<file path="config.mk">
export PLATFORM = sky130hd
export DESIGN_NAME = wmf_front
export DESIGN_NICKNAME = d
export VERILOG_FILES = /design/src/rtl/wmf_pkg.sv /design/src/rtl/wmf_front.sv
export SDC_FILE = /design/constraint.sdc
export NUM_CORES = 1
export LEC_CHECK = 0
export BUFFER_PORTS_ARGS = -buffer_cell sky130_fd_sc_hd__buf_2
export CAP_MARGIN = 5
export CORE_ASPECT_RATIO = 0.75
export CORE_UTILIZATION = 45
export CTS_CLUSTER_DIAMETER = 120
export DETAILED_ROUTE_END_ITERATION = 8
export PLACE_DENSITY = 0.72
export SYNTH_ARGS = -nofsm -noshare
export SYNTH_HDL_FRONTEND = slang
export SYNTH_SLANG_ARGS = --single-unit
</file>
<file path="constraint.sdc">
create_clock -name i_clk -period 8.69 [get_ports i_clk]
set_input_delay 1.3035 -clock i_clk [delete_from_list [all_inputs] [get_ports i_clk]]
set_output_delay 1.3035 -clock i_clk [all_outputs]
set_load 0.1 [all_outputs]
</file>
<file path="src/rtl/wmf_pkg.sv">
package wmf_pkg;

    localparam int MAX_WIDTH  = 1024;
    localparam int MAX_HEIGHT = 1024;
    localparam int MAX_RADIUS = 2;

    localparam int SIDE   = 2 * MAX_RADIUS + 1;
    localparam int WIN_N  = SIDE * SIDE;
    localparam int LINES  = SIDE - 1;

    localparam int VAL_W   = 17;
    localparam int CNT_W   = 21;
    localparam int IDX_W   = 20;
    localparam int DIM_W   = 11;
    localparam int RAD_W   = 2;
    localparam int ADDR_W  = $clog2(MAX_WIDTH);
    localparam int THR_W   = $clog2(2 * MAX_RADIUS * MAX_WIDTH + 2 * MAX_RADIUS + 1);
    localparam int RANK_W  = $clog2(WIN_N);

    localparam int QUEUE_DEPTH = 4;
    localparam int QPTR_W      = $clog2(QUEUE_DEPTH);

    localparam logic [VAL_W-1:0] ONE_Q16 = VAL_W'(65536);

    localparam int CFG_IDX_W = 2;
    localparam logic [CFG_IDX_W-1:0] CFG_FRAME_WIDTH   = 2'd0;
    localparam logic [CFG_IDX_W-1:0] CFG_FRAME_HEIGHT  = 2'd1;
    localparam logic [CFG_IDX_W-1:0] CFG_MEDIAN_RADIUS = 2'd2;
    localparam logic [CFG_IDX_W-1:0] CFG_MAX_RADIUS    = 2'd3;

    localparam logic FUNC_PIXEL = 1'b0;
    localparam logic FUNC_FLUSH = 1'b1;

    typedef logic [VAL_W-1:0] t_val;
    typedef t_val [SIDE-1:0][SIDE-1:0] t_win;
    typedef logic [THR_W-1:0] t_thr;
    typedef t_thr [SIDE-1:0][SIDE-1:0] t_thr_tab;

    typedef struct packed {
        logic [CNT_W-1:0] n;
        logic [CNT_W-1:0] p;
        logic             medf;
        logic             outf;
        logic [IDX_W-1:0] q;
        logic             last;
        t_val             v;
    } t_meta;

    typedef struct packed {
        logic [ADDR_W-1:0] wrap;
        logic              w_one;
        logic [RAD_W-1:0]  rm;
        logic [RAD_W-1:0]  rx;
        t_thr_tab          thr;
        logic [RANK_W-1:0] target;
        logic              clr;
        logic [CNT_W-1:0]  npix;
    } t_cfg;

    function automatic logic [RANK_W-1:0] med_target(input logic [RAD_W-1:0] r);
        int s;
        s = 2 * int'(r) + 1;
        return RANK_W'((s * s) >> 1);
    endfunction

endpackage

</file>
<file path="src/rtl/wmf_front.sv">
module wmf_front
    import wmf_pkg::*;
(
    input  logic                 i_clk,
    input  logic                 i_rst_n,
    input  logic                 i_valid,
    input  logic                 i_func,
    input  logic [VAL_W-1:0]     i_pixel_value,
    input  logic                 i_full,
    output logic                 o_push,
    output t_meta                o_meta,
    input  logic                 i_cfg_valid,
    input  logic [CFG_IDX_W-1:0] i_cfg_index,
    input  logic [DIM_W-1:0]     i_cfg_data,
    output t_cfg                 o_cfg
);

    logic [DIM_W-1:0] r_width, r_height;
    logic [RAD_W-1:0] r_mrad, r_xrad;
    logic [CNT_W-1:0] r_cnt, n_cnt;
    t_cfg             r_cfg, n_cfg;

    logic [DIM_W-1:0] w_eff, h_eff;
    logic [RAD_W-1:0] rm_eff, rx_eff;
    logic [CNT_W-1:0] npix, d1, d2, dd, limit, q_full;
    logic             accept;
    t_val             sat;

    always_comb begin
        if (r_width == '0) begin
            w_eff = DIM_W'(1);
        end else if (r_width > DIM_W'(MAX_WIDTH)) begin
            w_eff = DIM_W'(MAX_WIDTH);
        end else begin
            w_eff = r_width;
        end
        if (r_height == '0) begin
            h_eff = DIM_W'(1);
        end else if (r_height > DIM_W'(MAX_HEIGHT)) begin
            h_eff = DIM_W'(MAX_HEIGHT);
        end else begin
            h_eff = r_height;
        end
    end

    assign rm_eff = (r_mrad > RAD_W'(MAX_RADIUS)) ? RAD_W'(MAX_RADIUS) : r_mrad;
    assign rx_eff = (r_xrad > RAD_W'(MAX_RADIUS)) ? RAD_W'(MAX_RADIUS) : r_xrad;

    assign npix   = CNT_W'(w_eff) * CNT_W'(h_eff);
    assign d1     = CNT_W'(rm_eff) * (CNT_W'(w_eff) + CNT_W'(1));
    assign d2     = CNT_W'(rx_eff) * (CNT_W'(w_eff) + CNT_W'(1));
    assign dd     = d1 + d2;
    assign limit  = npix + dd - CNT_W'(1);
    assign q_full = r_cnt - dd;

    assign accept = i_valid && !i_full;
    assign o_push = accept;
    assign sat    = (i_pixel_value > ONE_Q16) ? ONE_Q16 : i_pixel_value;

    always_comb begin
        o_meta.n    = r_cnt;
        o_meta.p    = r_cnt - d1;
        o_meta.medf = (r_cnt >= d1);
        o_meta.outf = (r_cnt >= dd) && (q_full < npix);
        o_meta.q    = q_full[IDX_W-1:0];
        o_meta.last = (r_cnt == limit);
        o_meta.v    = (i_func == FUNC_PIXEL && r_cnt < npix) ? sat : '0;
    end

    always_comb begin
        n_cnt = r_cnt;
        if (i_cfg_valid) begin
            n_cnt = '0;
        end else if (accept) begin
            n_cnt = o_meta.last ? '0 : r_cnt + CNT_W'(1);
        end
    end

    always_comb begin
        n_cfg.wrap   = (w_eff < DIM_W'(2)) ? '0 : ADDR_W'(w_eff - DIM_W'(2));
        n_cfg.w_one  = (w_eff == DIM_W'(1));
        n_cfg.rm     = rm_eff;
        n_cfg.rx     = rx_eff;
        n_cfg.target = med_target(rm_eff);
        n_cfg.clr    = i_cfg_valid;
        n_cfg.npix   = npix;
        for (int k = 0; k < SIDE; k++) begin
            for (int j = 0; j < SIDE; j++) begin
                n_cfg.thr[k][j] = THR_W'(k) * THR_W'(w_eff) + THR_W'(j);
            end
        end
    end

    always_ff @(posedge i_clk) begin
        if (!i_rst_n) begin
            r_width  <= DIM_W'(1024);
            r_height <= DIM_W'(1024);
            r_mrad   <= RAD_W'(2);
            r_xrad   <= RAD_W'(0);
            r_cnt    <= '0;
            r_cfg    <= '0;
        end else begin
            r_cnt <= n_cnt;
            r_cfg <= n_cfg;
            if (i_cfg_valid) begin
                case (i_cfg_index)
                    CFG_FRAME_WIDTH:   r_width  <= i_cfg_data;
                    CFG_FRAME_HEIGHT:  r_height <= i_cfg_data;
                    CFG_MEDIAN_RADIUS: r_mrad   <= i_cfg_data[RAD_W-1:0];
                    CFG_MAX_RADIUS:    r_xrad   <= i_cfg_data[RAD_W-1:0];
                    default: ;
                endcase
            end
        end
    end

    assign o_cfg = r_cfg;

endmodule

</file>
==> results.md <==
* Outcome: complete, but fails checks
* Violations in the final reports: DRC, setup timing
* Maximum clock insertion buffer count at 2
* Antenna-violating nets left at 0
* Std cell rows at 65
* Cell leakage power at 13.5 nW
* Share of synthesized area spent on multiplexers at 1.75%
* Clock transition at the registers of the reported paths at 80 ps
* Final setup violation count at 20
* Global router's overall resource usage at 30.3%
* Worst Path Class, Setup: register to output pin
* Setup repair after global routing missed its margin: true
* Commonest non-fill, non-tap cells in the layout: sky130_fd_sc_hd__buf_4 (412), sky130_fd_sc_hd__buf_2 (376), sky130_fd_sc_hd__nor2_1 (237)
* Placed cells at 3491
* Final count of hold timing violations at 0
* Area of the die at 43500 µm²
* Power density cells at 128 nW/µm²
* Initial core utilization at 45.6%
* Post-Layout Inst Area at 26700 µm²
* Switch Pwr at 1.56 mW
* Detailed router's first-iteration violation count at 1477
* DPL Wire Length at 52700 µm
* Post-synthesis register bit count at 200
* Port Buffers at 406
* Relative slew slack at 27.6%
* Clock period minus final worst setup slack at 9530 ps
* Clock share of power at 22.9%
* First-pass DRT Iterations at 7
* Clock root buffer: sky130_fd_sc_hd__clkbuf_16
* Number of enable flip-flop cells after synthesis at 0
* Final worst-path setup slack at -844 ps
* Worst path arrival time at 8230 ps
* Highest-delay cell along the critical path: sky130_fd_sc_hd__fa_1
* Most common cell after layout, fill and taps aside: sky130_fd_sc_hd__buf_4
* Commonest register cell after synthesis: sky130_fd_sc_hd__dfxtp_1
* Synthesized-area fraction occupied by ao, oa, aoi and oai cells at 11.1%
* Startpoint type of the worst setup path: register
* Part of the cycle the worst path needs at 110%
* Max-slew violations at 0
* Post-synthesis instance area at 19200 µm²
* # clock sinks at 200
* Vertical extent of the die at 181 µm
* Count of warnings emitted by yosys at 0
* Number of cells in the finished layout apart from fillers at 3603
* Switching part of the total at 45.6%
* CP Buf/Inv Count at 9
* Clock latency reported for the late side of the worst-skew pair at 480 ps
* Number of distinct standard cells referenced by the synthesized netlist at 80
* DRC violations left at 1
* Cell type group with the largest total delay on the critical path: compound AO/OA/AOI/OAI gates
* Post-Synthesis Cells at 2344
* Sequential cell area fraction in the yosys report at 20.9%
* Final weighted congestion of routability-driven global placement at 0.958
* Ports placed on the boundary at 486
* Syn Area/Cell at 8.18 µm²
* CTS tree: yes
* Total gr overflow at 0
* Number of levels the H-tree was split into at 4
* Total via count in the routed design at 18900
* Class of the tightest hold or removal check: register to register
* Largest family of logic cells by synthesized area: adder cells
* Max Clock Freq at 105 MHz
* Kind of capture point of the worst setup path: output pin
* Worst vdd ir at 0.000123 V
* Placed Instance Area at 24000 µm²
* Pin count of the biggest net entering global routing at 80
* Sequential fraction of design power at 27.9%
* Per-cell routed wire length at 18.8 µm
* Global-route wire length before repair at 102000 µm
* Crit path largest cell delay at 510 ps
* Share of post-route cells with drive strength above 1 at 38.8%
* Combinational share of power at 49.1%
* Net total in the final layout at 3368
* CTS Buf Count at 17
* Internal power summed over all cells at 1.86 mW
* Proportion of synthesized flip-flops having asynchronous set or reset at 0%
* XOR/XNOR share of the synthesized area at 8.33%
* Total routed wirelength at 67700 µm
* Count of max-cap constraint violations at 0
* Required time of the worst setup path at 7390 ps
* Via count of the first global-routing pass at 18232
* Die Wd at 240 µm
* Basic-gate share of the synthesized area counting and, or, nand and nor cells at 19.3%
* Setup Skew at 18.8 ps
* Vias/cell at 5.25
* Largest fanout of any net on the critical path at 6
* Pin slew with the least headroom to its limit at 1080 ps
* Adder-cell share of the synthesized area at 24.0%
* Area growth syn-to-layout at 39.0%
* Area of the core at 42000 µm²
* Antenna violations before repair at 1
[cells by family after synthesis]
group | Yosys count
other | 2
XOR/XNOR | 180
buffers and inverters | 519
AND/OR/NAND/NOR | 774
AO/OA/AOI/OAI | 325
adder cells (fa/ha/maj) | 311
flip-flops | 200
multiplexers | 33
[path summary, 6_finish.rpt]
path,startpoint,end,slack (ps),cells past startpoint
worst max-delay path,r_width[7],o_meta[38],-840,43
worst min-delay path,r_mrad[0],o_cfg[24],520,2
worst max register to register,r_width[7],r_cnt[20],320,44
worst min register to register,r_mrad[0],o_cfg[24],520,2
[cell type report]
type | count | area, µm²
Tap cell | 569 | 712
Clock buffer | 19 | 433
Multi-Input combinational cell | 1715 | 14400
Fill cell | 3517 | 15400
Sequential cell | 200 | 4010
Timing Repair Buffer | 859 | 6070
Clock inverter | 12 | 114
Inverter | 228 | 883
Antenna cell | 1 | 2.50
[metal layers]
layer / track usage [%] / vias up / wire length (µm) / part of all wire [%]
met4: 11.2 / 0 / 2200 / 3.3
met1: 42.3 / 9137 / 29900 / 44
met2: 45.9 / 831 / 29700 / 44
li1: - / 8798 / - / -
met3: 6.00 / 134 / 5820 / 8.6
met5: 0 / - / 0 / 0
[worst reg2reg max path, delay by kind of cell, from the launching register on]
family / cells / cell delay (ps)
AOI/OAI and AO/OA: 13 / 2200
and+or+nand+nor: 9 / 1980
adders and majority gates: 7 / 1930
buffers and inverters: 13 / 1470
DFF: 1 / 330
xor gates and xnor gates: 2 / 310
[power by group through the flow]
stage	clock (mW)	sequential, mW	combinational [mW]
floorplan	0	1.13	0.936
global placement	0	0.975	1.46
detailed placement	0	0.975	1.47
CTS	0.796	0.954	1.59
global route	0.834	0.958	1.75
finish	0.784	0.955	1.68
[Yosys cell counts, drive strengths merged, types with 19 or more instances]
master | number | area (µm²)
fa | 96 | 1920
nand2 | 179 | 672
o21ai | 65 | 325
nor2 | 253 | 950
dfxtp | 200 | 4000
buf | 235 | 1730
and2 | 60 | 375
a21o | 46 | 345
nand4 | 21 | 131
nand3 | 48 | 240
nor3 | 57 | 285
nand2b | 23 | 144
xnor2 | 124 | 1090
or3 | 19 | 119
ha | 215 | 2690
mux2i | 31 | 310
xor2 | 55 | 482
inv | 225 | 845
a21oi | 99 | 522
nor2b | 36 | 225
clkbuf | 56 | 211
[stage by stage]
stage / hold WS [ps] / util (%) / TNS [ps] / total power [mW] / setup slack (ps)
finish: 523 / 63.4 / -11600 / 3.42 / -844
CTS: 518 / 61.9 / -11890 / 3.34 / -892
global placement: 498 / 57.1 / -6060 / 2.44 / -1160
floorplan: 456 / - / -4800 / 2.06 / -998
detailed placement: 504 / 57.1 / -9730 / 2.45 / -1280
global route: 548 / 63.4 / -18140 / 3.54 / -1120
[sequential cells by signal (all words and copies together), names as in the netlist]
register and flops:
o_cfg 153, r_xrad 2, r_cnt 21, r_width 11
r_height 11, r_mrad 2
[timing repair]
item                       4_1_cts  5_1_grt
setup endpoints to repair       47       46
gates cloned                     0        3
pin swaps                      135      100
buffers inserted                59       23
gates resized for setup        197      102
hold buffers                     0        0
Note: power is estimated with default switching activity, not from simulation.
