===== config.mk =====
export PLATFORM = sky130hd
export DESIGN_NAME = wmf_queue
export DESIGN_NICKNAME = d
export VERILOG_FILES = /design/src/rtl/wmf_pkg.sv /design/src/rtl/wmf_queue.sv
export SDC_FILE = /design/constraint.sdc
export NUM_CORES = 1
export LEC_CHECK = 0
export ABC_AREA = 1
export BUFFER_PORTS_ARGS = -buffer_cell sky130_fd_sc_hd__buf_2
export CAP_MARGIN = 0
export CORE_ASPECT_RATIO = 1.2
export CORE_MARGIN = 1
export CORE_UTILIZATION = 55
export CTS_CLUSTER_SIZE = 12
export DETAILED_ROUTE_END_ITERATION = 10
export PLACE_DENSITY = 0.77
export SETUP_SLACK_MARGIN = 0.15
export SLEW_MARGIN = 40
export SYNTH_ARGS = -nofsm -noshare
export SYNTH_HDL_FRONTEND = slang
export SYNTH_SLANG_ARGS = --single-unit

===== constraint.sdc =====
create_clock -name i_clk -period 5 [get_ports i_clk]
set_clock_uncertainty 0.15 [all_clocks]
set_input_delay 0.75 -clock i_clk [delete_from_list [all_inputs] [get_ports i_clk]]
set_output_delay 0.75 -clock i_clk [all_outputs]
set_load 0.005 [all_outputs]

===== src/rtl/wmf_pkg.sv =====
package wmf_pkg;

    localparam int MAX_WIDTH  = 1024;
    localparam int MAX_HEIGHT = 1024;
    localparam int MAX_RADIUS = 2;

    localparam int SIDE   = 2 * MAX_RADIUS + 1;
    localparam int WIN_N  = SIDE * SIDE;
    localparam int LINES  = SIDE - 1;

    localparam int VAL_W   = 17;
    localparam int CNT_W   = 21;
    localparam int IDX_W   = 20;
    localparam int DIM_W   = 11;
    localparam int RAD_W   = 2;
    localparam int ADDR_W  = $clog2(MAX_WIDTH);
    localparam int THR_W   = $clog2(2 * MAX_RADIUS * MAX_WIDTH + 2 * MAX_RADIUS + 1);
    localparam int RANK_W  = $clog2(WIN_N);

    localparam int QUEUE_DEPTH = 4;
    localparam int QPTR_W      = $clog2(QUEUE_DEPTH);

    localparam logic [VAL_W-1:0] ONE_Q16 = VAL_W'(65536);

    localparam int CFG_IDX_W = 2;
    localparam logic [CFG_IDX_W-1:0] CFG_FRAME_WIDTH   = 2'd0;
    localparam logic [CFG_IDX_W-1:0] CFG_FRAME_HEIGHT  = 2'd1;
    localparam logic [CFG_IDX_W-1:0] CFG_MEDIAN_RADIUS = 2'd2;
    localparam logic [CFG_IDX_W-1:0] CFG_MAX_RADIUS    = 2'd3;

    localparam logic FUNC_PIXEL = 1'b0;
    localparam logic FUNC_FLUSH = 1'b1;

    typedef logic [VAL_W-1:0] t_val;
    typedef t_val [SIDE-1:0][SIDE-1:0] t_win;
    typedef logic [THR_W-1:0] t_thr;
    typedef t_thr [SIDE-1:0][SIDE-1:0] t_thr_tab;

    typedef struct packed {
        logic [CNT_W-1:0] n;
        logic [CNT_W-1:0] p;
        logic             medf;
        logic             outf;
        logic [IDX_W-1:0] q;
        logic             last;
        t_val             v;
    } t_meta;

    typedef struct packed {
        logic [ADDR_W-1:0] wrap;
        logic              w_one;
        logic [RAD_W-1:0]  rm;
        logic [RAD_W-1:0]  rx;
        t_thr_tab          thr;
        logic [RANK_W-1:0] target;
        logic              clr;
        logic [CNT_W-1:0]  npix;
    } t_cfg;

    function automatic logic [RANK_W-1:0] med_target(input logic [RAD_W-1:0] r);
        int s;
        s = 2 * int'(r) + 1;
        return RANK_W'((s * s) >> 1);
    endfunction

endpackage


===== src/rtl/wmf_queue.sv =====
module wmf_queue
    import wmf_pkg::*;
(
    input  logic  i_clk,
    input  logic  i_rst_n,
    input  logic  i_push,
    input  t_meta i_data,
    output logic  o_full,
    input  logic  i_pop,
    output logic  o_valid,
    output t_meta o_data
);

    t_meta             r_mem [QUEUE_DEPTH];
    logic [QPTR_W-1:0] r_wp, r_rp;
    logic [QPTR_W:0]   r_count;

    assign o_full  = (r_count == (QPTR_W+1)'(QUEUE_DEPTH));
    assign o_valid = (r_count != '0);
    assign o_data  = r_mem[r_rp];

    always_ff @(posedge i_clk) begin
        if (i_push) begin
            r_mem[r_wp] <= i_data;
        end
    end

    always_ff @(posedge i_clk) begin
        if (!i_rst_n) begin
            r_wp    <= '0;
            r_rp    <= '0;
            r_count <= '0;
        end else begin
            if (i_push) begin
                r_wp <= r_wp + QPTR_W'(1);
            end
            if (i_pop) begin
                r_rp <= r_rp + QPTR_W'(1);
            end
            case ({i_push, i_pop})
                2'b10:   r_count <= r_count + (QPTR_W+1)'(1);
                2'b01:   r_count <= r_count - (QPTR_W+1)'(1);
                default: r_count <= r_count;
            endcase
        end
    end

endmodule


==> results of run 1 <==
[sequential cells by signal, summed over array words and instances (netlist names), named ones only]
register,cells
r_count,3
r_rp,2
r_mem,328
r_wp,2
[stage by stage]
stage / std cells / cell area (sq um)
after floorplan: 850 / 12700
after global placement: 1255 / 13620
after detailed placement: 1255 / 13630
after CTS: 1311 / 14630
after global routing: 1312 / 14660
final: 1312 / 14660
[how the worst min path moves through the flow]
stage | startpoint | endpoint | depth (start not counted)
after floorplan | r_rp[1] | register | 1
after global placement | r_rp[1] | register | 1
after detailed placement | r_rp[1] | register | 1
after CTS | r_rp[1] | register | 1
after global routing | i_data[9] | r_mem[1][9] | 1
final | r_rp[1] | register | 1
[power groups by stage]
stage               combinational [W]  clock [W]  sequential, W
global route                 0.000560    0.00245        0.00328
finish                       0.000503    0.00230        0.00327
floorplan                    0.000298          0        0.00332
global placement             0.000493          0        0.00332
detailed placement           0.000506          0        0.00333
CTS                          0.000509    0.00234        0.00327
[metal layers]
metal | part of all wire (%) | global-route usage, %
met2 | 49 | 36.90
met5 | 0.16 | 0
met3 | 6.2 | 4.778
met1 | 42 | 27.19
met4 | 2.4 | 7.325
[layout by cell type (no fill, tap or decap)]
| cell type | Yosys | layout |
|---|---|---|
| edfxtp_1 | 328 | 328 |
| buf_2 | 18 | 169 |
| nor2_1 | 165 | 165 |
| o21ai_0 | 90 | 90 |
| o22ai_1 | 80 | 80 |
| o21ai_1 | 62 | 62 |
| clkbuf_16 | 0 | 37 |
| o21ai_2 | 18 | 18 |
| clkbuf_1 | 14 | 14 |
| inv_1 | 15 | 11 |
| nand2_1 | 9 | 9 |
| buf_4 | 7 | 8 |
| dfxtp_1 | 9 | 7 |
| clkinv_2 | 0 | 6 |
| a21oi_1 | 5 | 5 |
| ha_1 | 5 | 5 |
| clkinv_1 | 0 | 3 |
| nand3_1 | 2 | 2 |
| nor2_2 | 2 | 2 |
| o22ai_2 | 2 | 2 |
| buf_6 | 13 | 2 |
| clkinv_8 | 0 | 1 |
| nor3_1 | 1 | 1 |
| nand4_1 | 1 | 1 |
| fa_1 | 1 | 1 |
| dfxtp_4 | 0 | 1 |
| dfxtp_2 | 0 | 1 |
| inv_6 | 0 | 1 |
| buf_12 | 1 | 1 |
[layout make-up]
| type | count | area [sq um] | share of cell area, % |
|---|---|---|---|
| sequential | 337 | 10030 | 68.46 |
| multi-input combinational | 443 | 2238 | 15.27 |
| clock buffer | 51 | 978.4 | 6.676 |
| timing repair buffer | 180 | 948.4 | 6.471 |
| tap | 279 | 349.1 | 2.382 |
| inverter | 17 | 82.58 | 0.5634 |
| clock inverter | 5 | 25.02 | 0.1707 |
[cell families (layout without fill, tap and decap cells)]
group           Yosys count  count (layout)  share of synthesized area [%]
flops                   337             337                          79.00
compound gates          257             257                          11.57
simple gates            180             180                          5.410
buf+inv                  70             253                          3.370
fa+ha+maj                 6               6                         0.6504
==> run summary, run 1 <==
DRT Pass-1 Iters - 5
Logic pwr share - 8.3%
Ranking of synthesized cells by area - edfxtp_1 (78%), nor2_1 (4.9%), o22ai_1 (3.9%), o21ai_0 (3.5%), o21ai_1 (2.4%)
CTS Buffer Depth - 3
MaxCap Viol Count - 0
Yosys warns - 0
R2r worst-path depth - 5
CTS tree - done
Worst-path maximum fanout - 135
Final WL - 24.94 mm
Worst-Margin Slew - 798.6 ps
Horiz. Die Dim - 140.7 um
Share of power burned in registers - 53.8%
Largest net degree at the start of global routing - 136
Antenna Nets Post-Route - 0
Post-synth top area share - 77.58%
Post-CTS setup buffers - 0
Top post-synthesis cells by count - edfxtp_1 (328), nor2_1 (165), o21ai_0 (90), o22ai_1 (80), o21ai_1 (62)
CP startpoint kind - register
Num CTS Buffers - 35
Root Driver - clkbuf_16
Psw - 0.001318 W
Worst IR Drop VDD - 0.3314 mV
Total GRT Usage - 21.53%
Ports - 170
Residual DRC count - 0
Post-synthesis sequential area ratio - 79.00%
Row count - 60
Initial antenna violation count - 3
Switching share of power - 21.69%
Synth area leader - edfxtp_1
Vias - 7449
EDFF count, synth - 328
Final hold vios - 0
Reg2Reg Setup Slack - 2560 ps
Internal power - 0.004756 W
Slew Viols, Final - 0
Core area - 22520 sq um
GPL Wtd Cong - 0.7279
Clock share of power - 37.9%
Cts hold-fix bufs - 0
Final core occ - 65.08%
Leak - 5.143 nW
Share of post-route cells with drive strength above 1 - 24.10%
CP Data Required Time - 4100 ps
Setup WS pre-CTS - 1952 ps
First-pass GRT wire length - 39.05 mm
Reg-to-Reg Start - r_wp[0]
Hold WS - 291.1 ps
Setup TNS - 0 ps
Mapped Avg Cell Area - 14.94 sq um
CP delay by family, top - buffers and inverters
Fmax - 262.0 MHz
PD cells - 414.4 nW/um^2
Unrepaired setup endpoints after global routing - false
Setup ws final - 1183 ps
Minimum clock period - 3817 ps
Clock Latency Late Sink - 490 ps
Synth Register Bits - 337
# diodes - 0
PostCTS Resize Cnt - 0
Finish-stage setup viols - 0
Total power - 0.006074 W
Cell variety after synth - 24
H-tree levels - 2
Vias/cell - 5.678
Status - completed
Hold crit path type - register to register
Wire per inst - 19.01 um
Filler cells - 1625
Die area - 23700 sq um
Post-Synthesis Cells - 850
Critical Path Stages - 5
Total gr overflow - 0
Ys async rst share - 0%
Mapped cell area - 12700 sq um
Count of input and output buffers - 169
Critical path endpoint category - output port
Critical-path cell list - clkinv_8, buf_4, o21ai_1, o22ai_1, buf_2
Synth Flop Type - edfxtp_1
Max stage delay cell, worst path - dfxtp_4
Most common cell in the netlist - edfxtp_1
Slew headroom - 46.70%
NumNets Final - 1106
Worst r2r dst - r_mem[2][55]
Syn Nets - 942
Vias in the first global route - 7563
Post-DP HPWL - 13.59 mm
Critical Path End - o_data[46]
Die height - 168.4 um
Final period util - 76.33%
Worst-path clk slew - 60 ps
Starting Density - 56.37%
Crit path arrival time - 2920 ps
TritonCTS sink count - 337
Largest stage delay, worst path - 780 ps
CP bufs+invs - 3
Worst setup path class - register to output port
Synth-to-Final Area Change - 15.44%
Iter 0 DRT Violations - 575
No activity file was read; power rests on OpenSTA's default activity.
==> run 2, diff against run 1 <==
Settings changed: CORE_UTILIZATION 55 to 52, PLACE_DENSITY 0.77 to 0.76.
Clock period 5 ns to 3.45 ns, I/O delays scaled along.
==> run 2 against run 1 <==
Cell count rose by 3.3%. Combinational power grew 52%. First-iteration DRC count is 13% lower. Sequential cell count did not move. Sequential share of layout area shrank 0.27 points.
==> run summary, run 2 (synthesis gave the netlist of run 1 again) <==
Status - completed
Worst-path clk slew - 60 ps (about the same)
Worst-Margin Slew - 822.5 ps (+23.96 ps)
Unrepaired setup endpoints after global routing - false
Max stage delay cell, worst path - inv_6
Psw - 0.001909 W (+45%)
Internal power - 0.006782 W (+43%)
CP delay by family, top - buffers and inverters
Cts hold-fix bufs - 0 (unchanged)
Clock share of power - 36.9% (-1.0 points)
DRT Pass-1 Iters - 5 (unchanged)
Finish-stage setup viols - 0 (unchanged)
PD cells - 590.6 nW/um^2 (+43%)
Root Driver - clkbuf_16
Vias in the first global route - 7522 (-0.54%)
Highest-count cells in the layout ignoring fill and taps - edfxtp_1 (328), buf_2 (169), nor2_1 (165)
Layout Cells excl Fill - 1355 (+3.3%)
GPL Wtd Cong - 0.7441 (+2.2%)
Die area - 25050 sq um (+5.7%)
Core area - 23970 sq um (+6.4%)
Iter 0 DRT Violations - 503 (-13%)
Leak - 5.145 nW (about the same)
PostCTS Resize Cnt - 0 (unchanged)
CP Data Required Time - 2780 ps (-1320 ps)
Setup TNS - 0 ps (unchanged)
CP bufs+invs - 3 (unchanged)
Total gr overflow - 0 (unchanged)
Worst setup path class - register to output port
Crit path arrival time - 2300 ps (-620 ps)
Switching share of power - 21.96% (+0.27 points)
Minimum clock period - 2970 ps
Starting Density - 52.96% (-3.4 points)
CTS Buffer Depth - 3 (unchanged)
Wire per inst - 19.60 um (+3.1%)
Die height - 173.2 um (+2.8%)
Ports - 170 (unchanged)
Logic pwr share - 8.8% (+0.5 points)
Largest regs - r_mem (328), r_count (3)
DP Cell Count - 1302 (+3.7%)
Max reg flops - 328 (unchanged)
Num CTS Buffers - 34 (-2.9%)
Initial antenna violation count - 4 (+1)
Worst-path maximum fanout - 93 (-31%)
Hold crit path type - primary input to register
Share of post-route cells with drive strength above 1 - 24.37% (+0.26 points)
Vias - 7601 (+2.0%)
Count of input and output buffers - 169 (unchanged)
Clock Latency Late Sink - 480 ps (about the same)
First-pass GRT wire length - 40.33 mm (+3.3%)
CTS tree - done
CP startpoint kind - register
Final WL - 26.56 mm (+6.5%)
H-tree levels - 2 (unchanged)
Hold WS - 83.20 ps (-207.9 ps)
Vias/cell - 5.610 (-1.2%)
Final hold vios - 0 (unchanged)
NumNets Final - 1110 (+0.36%)
Largest net degree at the start of global routing - 165 (+21%)
Antenna Nets Post-Route - 0 (unchanged)
Synth-to-Final Area Change - 15.90%
Largest Register - r_mem
Share of power burned in registers - 54.3% (+0.5 points)
Row count - 62 (+3.3%)
MaxCap Viol Count - 0 (unchanged)
Slew headroom - 45.16% (-1.5 points)
Post-CTS setup buffers - 0 (unchanged)
Final period util - 86.08%
Fmax - 336.7 MHz
Residual DRC count - 0 (unchanged)
Critical-path cell list - inv_6, buf_4, nor2_1, o22ai_1, buf_2
Total GRT Usage - 21.34% (-0.19 points)
Largest stage delay, worst path - 560 ps (-220 ps)
Post-DP HPWL - 15.10 mm (+11%)
Slew Viols, Final - 0 (unchanged)
Horiz. Die Dim - 144.6 um (+2.8%)
Worst IR Drop VDD - 0.5185 mV (+56%)
Critical path endpoint category - output port
TritonCTS sink count - 337 (unchanged)
Most common cell after layout, fill and taps aside - edfxtp_1
[run 2: power groups by stage]
stage	clock network [W]	registers [W]	logic, W
detailed placement	0	0.00481	0.000774
CTS	0.00325	0.00472	0.000777
floorplan	0	0.00481	0.000431
finish	0.00320	0.00472	0.000765
global route	0.00341	0.00473	0.000848
global placement	0	0.00480	0.000753
[run 2: cell type report]
type	instances	area, sq um
Clock buffer	45	913.4
Fill cell	1785	9256
Inverter	17	75.07
Sequential cell	337	10030
Tap cell	320	400.4
Timing Repair Buffer	185	1023
Multi-Input combinational cell	443	2238
Antenna cell	5	12.51
Clock inverter	3	16.27
[run 2: metrics by stage]
step	area, sq um	setup WS [ps]	utilization [%]	power [W]
2_1_floorplan	12700	688.1	-	0.005236
3_3_place_gp	13760	1012	57.42	0.005554
3_5_place_dp	13770	992.5	57.44	0.005581
4_1_cts	14700	470.4	61.32	0.008752
5_1_grt	14710	342.6	61.36	0.008993
6_report	14710	480.1	61.38	0.008690
[run 2: path summary, 6_finish.rpt]
kind	startpoint	endpoint	slack (ps)	depth (start not counted)
setup / recovery	register	o_data[0]	480	5
hold / removal	i_data[20]	r_mem[1][20]	80	1
setup reg to reg	r_wp[1]	r_mem[1][33]	1110	6
hold reg to reg	r_rp[1]	register	290	1
[run 2: metal layers]
| metal | wire, um | global-route usage [%] | up-vias |
|---|---|---|---|
| li1 | - | - | 3537 |
| met1 | 10650 | 27.08 | 3766 |
| met2 | 13690 | 36.56 | 256 |
| met3 | 1686 | 4.237 | 42 |
| met4 | 534 | 6.842 | 0 |
| met5 | 0 | 0 | - |
==> run 3, diff against run 2 <==
Settings changed: ABC_AREA 1 to not set, CORE_UTILIZATION 52 to 51, PLACE_DENSITY 0.76 to 0.75.
==> run 3 against run 2 <==
Combinational power shrank 0.7%. Synthesized cell count shrank 44%. First-iteration DRC count shrank 43%. Register-to-register slack gained 270 ps. Clock-buffer cell count grew 5. Highest routed layer is now met5. Cell area shrank 1.1%. Sequential share of layout area grew 0.77 points. Worst hold slack is essentially flat. Power grew 1.8%. Critical path depth shrank 2. Routed wire length shrank 17%.
==> run summary, run 3 <==
DRT Pass-1 Iters - 5 (unchanged)
Horiz. Die Dim - 144.2 um (-0.34%)
Final core occ - 60.91% (-0.47 points)
Top Layer Used - met5
Most common cell after layout, fill and taps aside - edfxtp_1
Setup TNS - 0 ps (unchanged)
Final hold vios - 0 (unchanged)
Syn Nets - 566 (-40%)
Post-DP HPWL - 13.47 mm (-11%)
Finish-stage setup viols - 0 (unchanged)
GPL Wtd Cong - 0.7125 (-4.2%)
Critical path endpoint category - output port
Ys async rst share - 0% (unchanged)
First-pass GRT wire length - 33.92 mm (-16%)
Ports - 170 (unchanged)
Core area - 23890 sq um (-0.32%)
H-tree levels - 2 (unchanged)
Vias/cell - 5.503 (-1.9%)
Worst r2r dst - r_mem[0][78]
Yosys warns - 0 (unchanged)
Share of post-route cells with drive strength above 1 - 44.25% (+20 points)
Die area - 24880 sq um (-0.68%)
Share of power burned in registers - 54.0% (-0.3 points)
Post-synthesis sequential area ratio - 81.10% (+2.1 points)
Largest stage delay, worst path - 690 ps (+130 ps)
CTS Buffer Depth - 3 (unchanged)
Total GRT Usage - 18.57% (-2.8 points)
Largest regs - r_mem (328), r_count (3)
Leak - 4.890 nW (-5.0%)
Hold crit path type - primary input to register
PD cells - 607.8 nW/um^2 (+2.9%)
Largest net degree at the start of global routing - 57 (-65%)
Worst-Margin Slew - 691.7 ps (-130.8 ps)
Clock Latency Late Sink - 500 ps (+20 ps)
Synth area leader - edfxtp_1
Initial antenna violation count - 5 (+1)
MaxCap Viol Count - 0 (unchanged)
CP startpoint kind - register
EDFF count, synth - 328 (unchanged)
PostCTS Resize Cnt - 0 (unchanged)
Met3 Routed Length - 1.296 mm (-23%)
Top post-synthesis cells by count - edfxtp_1 (328), mux4_2 (81), and2_1 (10), dfxtp_1 (9)
CP delay by family, top - flip-flops
Synth Flop Type - edfxtp_1
Final WL - 22.11 mm (-17%)
Worst Min Path Start - i_data[34]
Clock share of power - 37.4% (+0.5 points)
Wire per inst - 21.89 um (+12%)
Hold path depth - 1 (unchanged)
Reg2Reg Setup Slack - 1380 ps (+270 ps)
Post-synth top area share - 79.64% (+2.1 points)
Crit path arrival time - 2290 ps (about the same)
Vias in the first global route - 6095 (-19%)
Unrepaired setup endpoints after global routing - false
R2r worst-path depth - 4 (-2)
Residual DRC count - 0 (unchanged)
Switching share of power - 20.49% (-1.5 points)
DR WL met2 - 11.47 mm (-16%)
Mapped Avg Cell Area - 26.09 sq um (+75%)
Total power - 0.008846 W (+1.8%)
Vias - 5558 (-27%)
Synth Register Bits - 337 (unchanged)
Slew Viols, Final - 0 (unchanged)
Cell variety after synth - 21 (-13%)
Post-CTS setup buffers - 0 (unchanged)
CP Data Required Time - 2780 ps (about the same)
Setup WS pre-CTS - 984.7 ps (-7.772 ps)
Mapped cell area - 12370 sq um (-2.6%)
Post-Synthesis Cells - 474 (-44%)
Highest-count cells in the layout ignoring fill and taps - edfxtp_1 (328), buf_2 (169), mux4_2 (81)
Worst Hold End - r_mem[0][34]
Count of input and output buffers - 169 (unchanged)
Worst IR Drop VDD - 0.4846 mV (-6.5%)
Iter 0 DRT Violations - 288 (-43%)
Root Driver - clkbuf_16
Routed met1 length - 8.600 mm (-19%)
Total gr overflow - 0 (unchanged)
Num CTS Buffers - 34 (unchanged)
Die height - 172.6 um (-0.34%)
Slew headroom - 53.88% (+8.7 points)
Logic pwr share - 8.6% (-0.2 points)
Worst-path clk slew - 60 ps (about the same)
Most common cell in the netlist - edfxtp_1
Reg-to-Reg Start - r_wp[0]
Internal power - 0.007034 W (+3.7%)
Final period util - 85.62% (-0.46 points)
Cts hold-fix bufs - 0 (unchanged)
Critical-path cell list - buf_4, mux4_2, buf_2
Worst-path maximum fanout - 25 (-73%)
Worst setup path class - register to output port
Row count - 62 (unchanged)
Largest Register - r_mem
Status - completed
Antenna Nets Post-Route - 0 (unchanged)
Ranking of synthesized cells by area - edfxtp_1 (80%), mux4_2 (15%), dfxtp_1 (1.5%), buf_12 (1.3%), and2_1 (0.51%)
Max reg flops - 328 (unchanged)
Fmax - 338.5 MHz (+0.53%)
Starting Density - 51.76% (-1.2 points)
Minimum clock period - 2954 ps (-15.80 ps)
Psw - 0.001812 W (-5.0%)
Hold WS - 83.04 ps (-0.1609 ps)
CTS tree - done
TritonCTS sink count - 337 (unchanged)
Synth-to-Final Area Change - 17.69%
NumNets Final - 762 (-31%)
Setup ws final - 495.9 ps (+15.80 ps)
Max stage delay cell, worst path - dfxtp_4
CP bufs+invs - 2 (-1)
==> run 3: how the worst max path moves through the flow <==
| stage | start | to | slack [ps] | depth (start not counted) |
|---|---|---|---|---|
| global placement | register | o_data[20] | 1000 | 3 |
| detailed placement | register | o_data[78] | 980 | 3 |
| global route | register | o_data[78] | 360 | 3 |
| finish | register | o_data[78] | 500 | 3 |
| CTS | register | o_data[78] | 430 | 3 |
| floorplan | r_wp[0] | r_mem[0][0] | 400 | 3 |
==> run 3: power groups by stage <==
stage	Sequential, W	Combinational (W)	Clock, W
6_report	0.00478	0.000760	0.00331
5_1_grt	0.00480	0.000829	0.00353
4_1_cts	0.00479	0.000778	0.00338
3_5_place_dp	0.00487	0.000773	0
3_3_place_gp	0.00485	0.000752	0
2_1_floorplan	0.00483	0.000482	0
==> run 3: cell families (layout without fill, tap and decap cells) <==
logic type	count (synthesis)	in the layout	share of synthesized area (%)
buf+inv	24	237	1.922
mux	83	83	15.04
simple gates	16	16	0.7690
compound gates	3	3	0.1417
flops	337	337	81.10
xor+xnor	5	5	0.3542
fa+ha+maj	6	6	0.6678
other cells	0	3	0
==> run 3: metrics by stage <==
step,cell area (sq um),instances
6_report,14550,1010
2_1_floorplan,12370,474
5_1_grt,14550,1009
3_5_place_dp,13560,954
3_3_place_gp,13560,954
4_1_cts,14550,1007
==> run 3: cell type report <==
type,count,area (sq um)
inverter,6,22.52
clock buffer,50,974.7
tap,320,400.4
fill,1728,9339
antenna,3,7.507
clock inverter,3,13.76
multi-input combinational,113,2110
sequential,337,10040
timing repair buffer,178,988.4
==> run 3: per-layer routing <==
layer | vias to the layer above | track usage [%]
li1 | 2415 | -
met3 | 56 | 4.625
met4 | 4 | 7.456
met1 | 2898 | 22.80
met2 | 185 | 31.46
met5 | - | 0
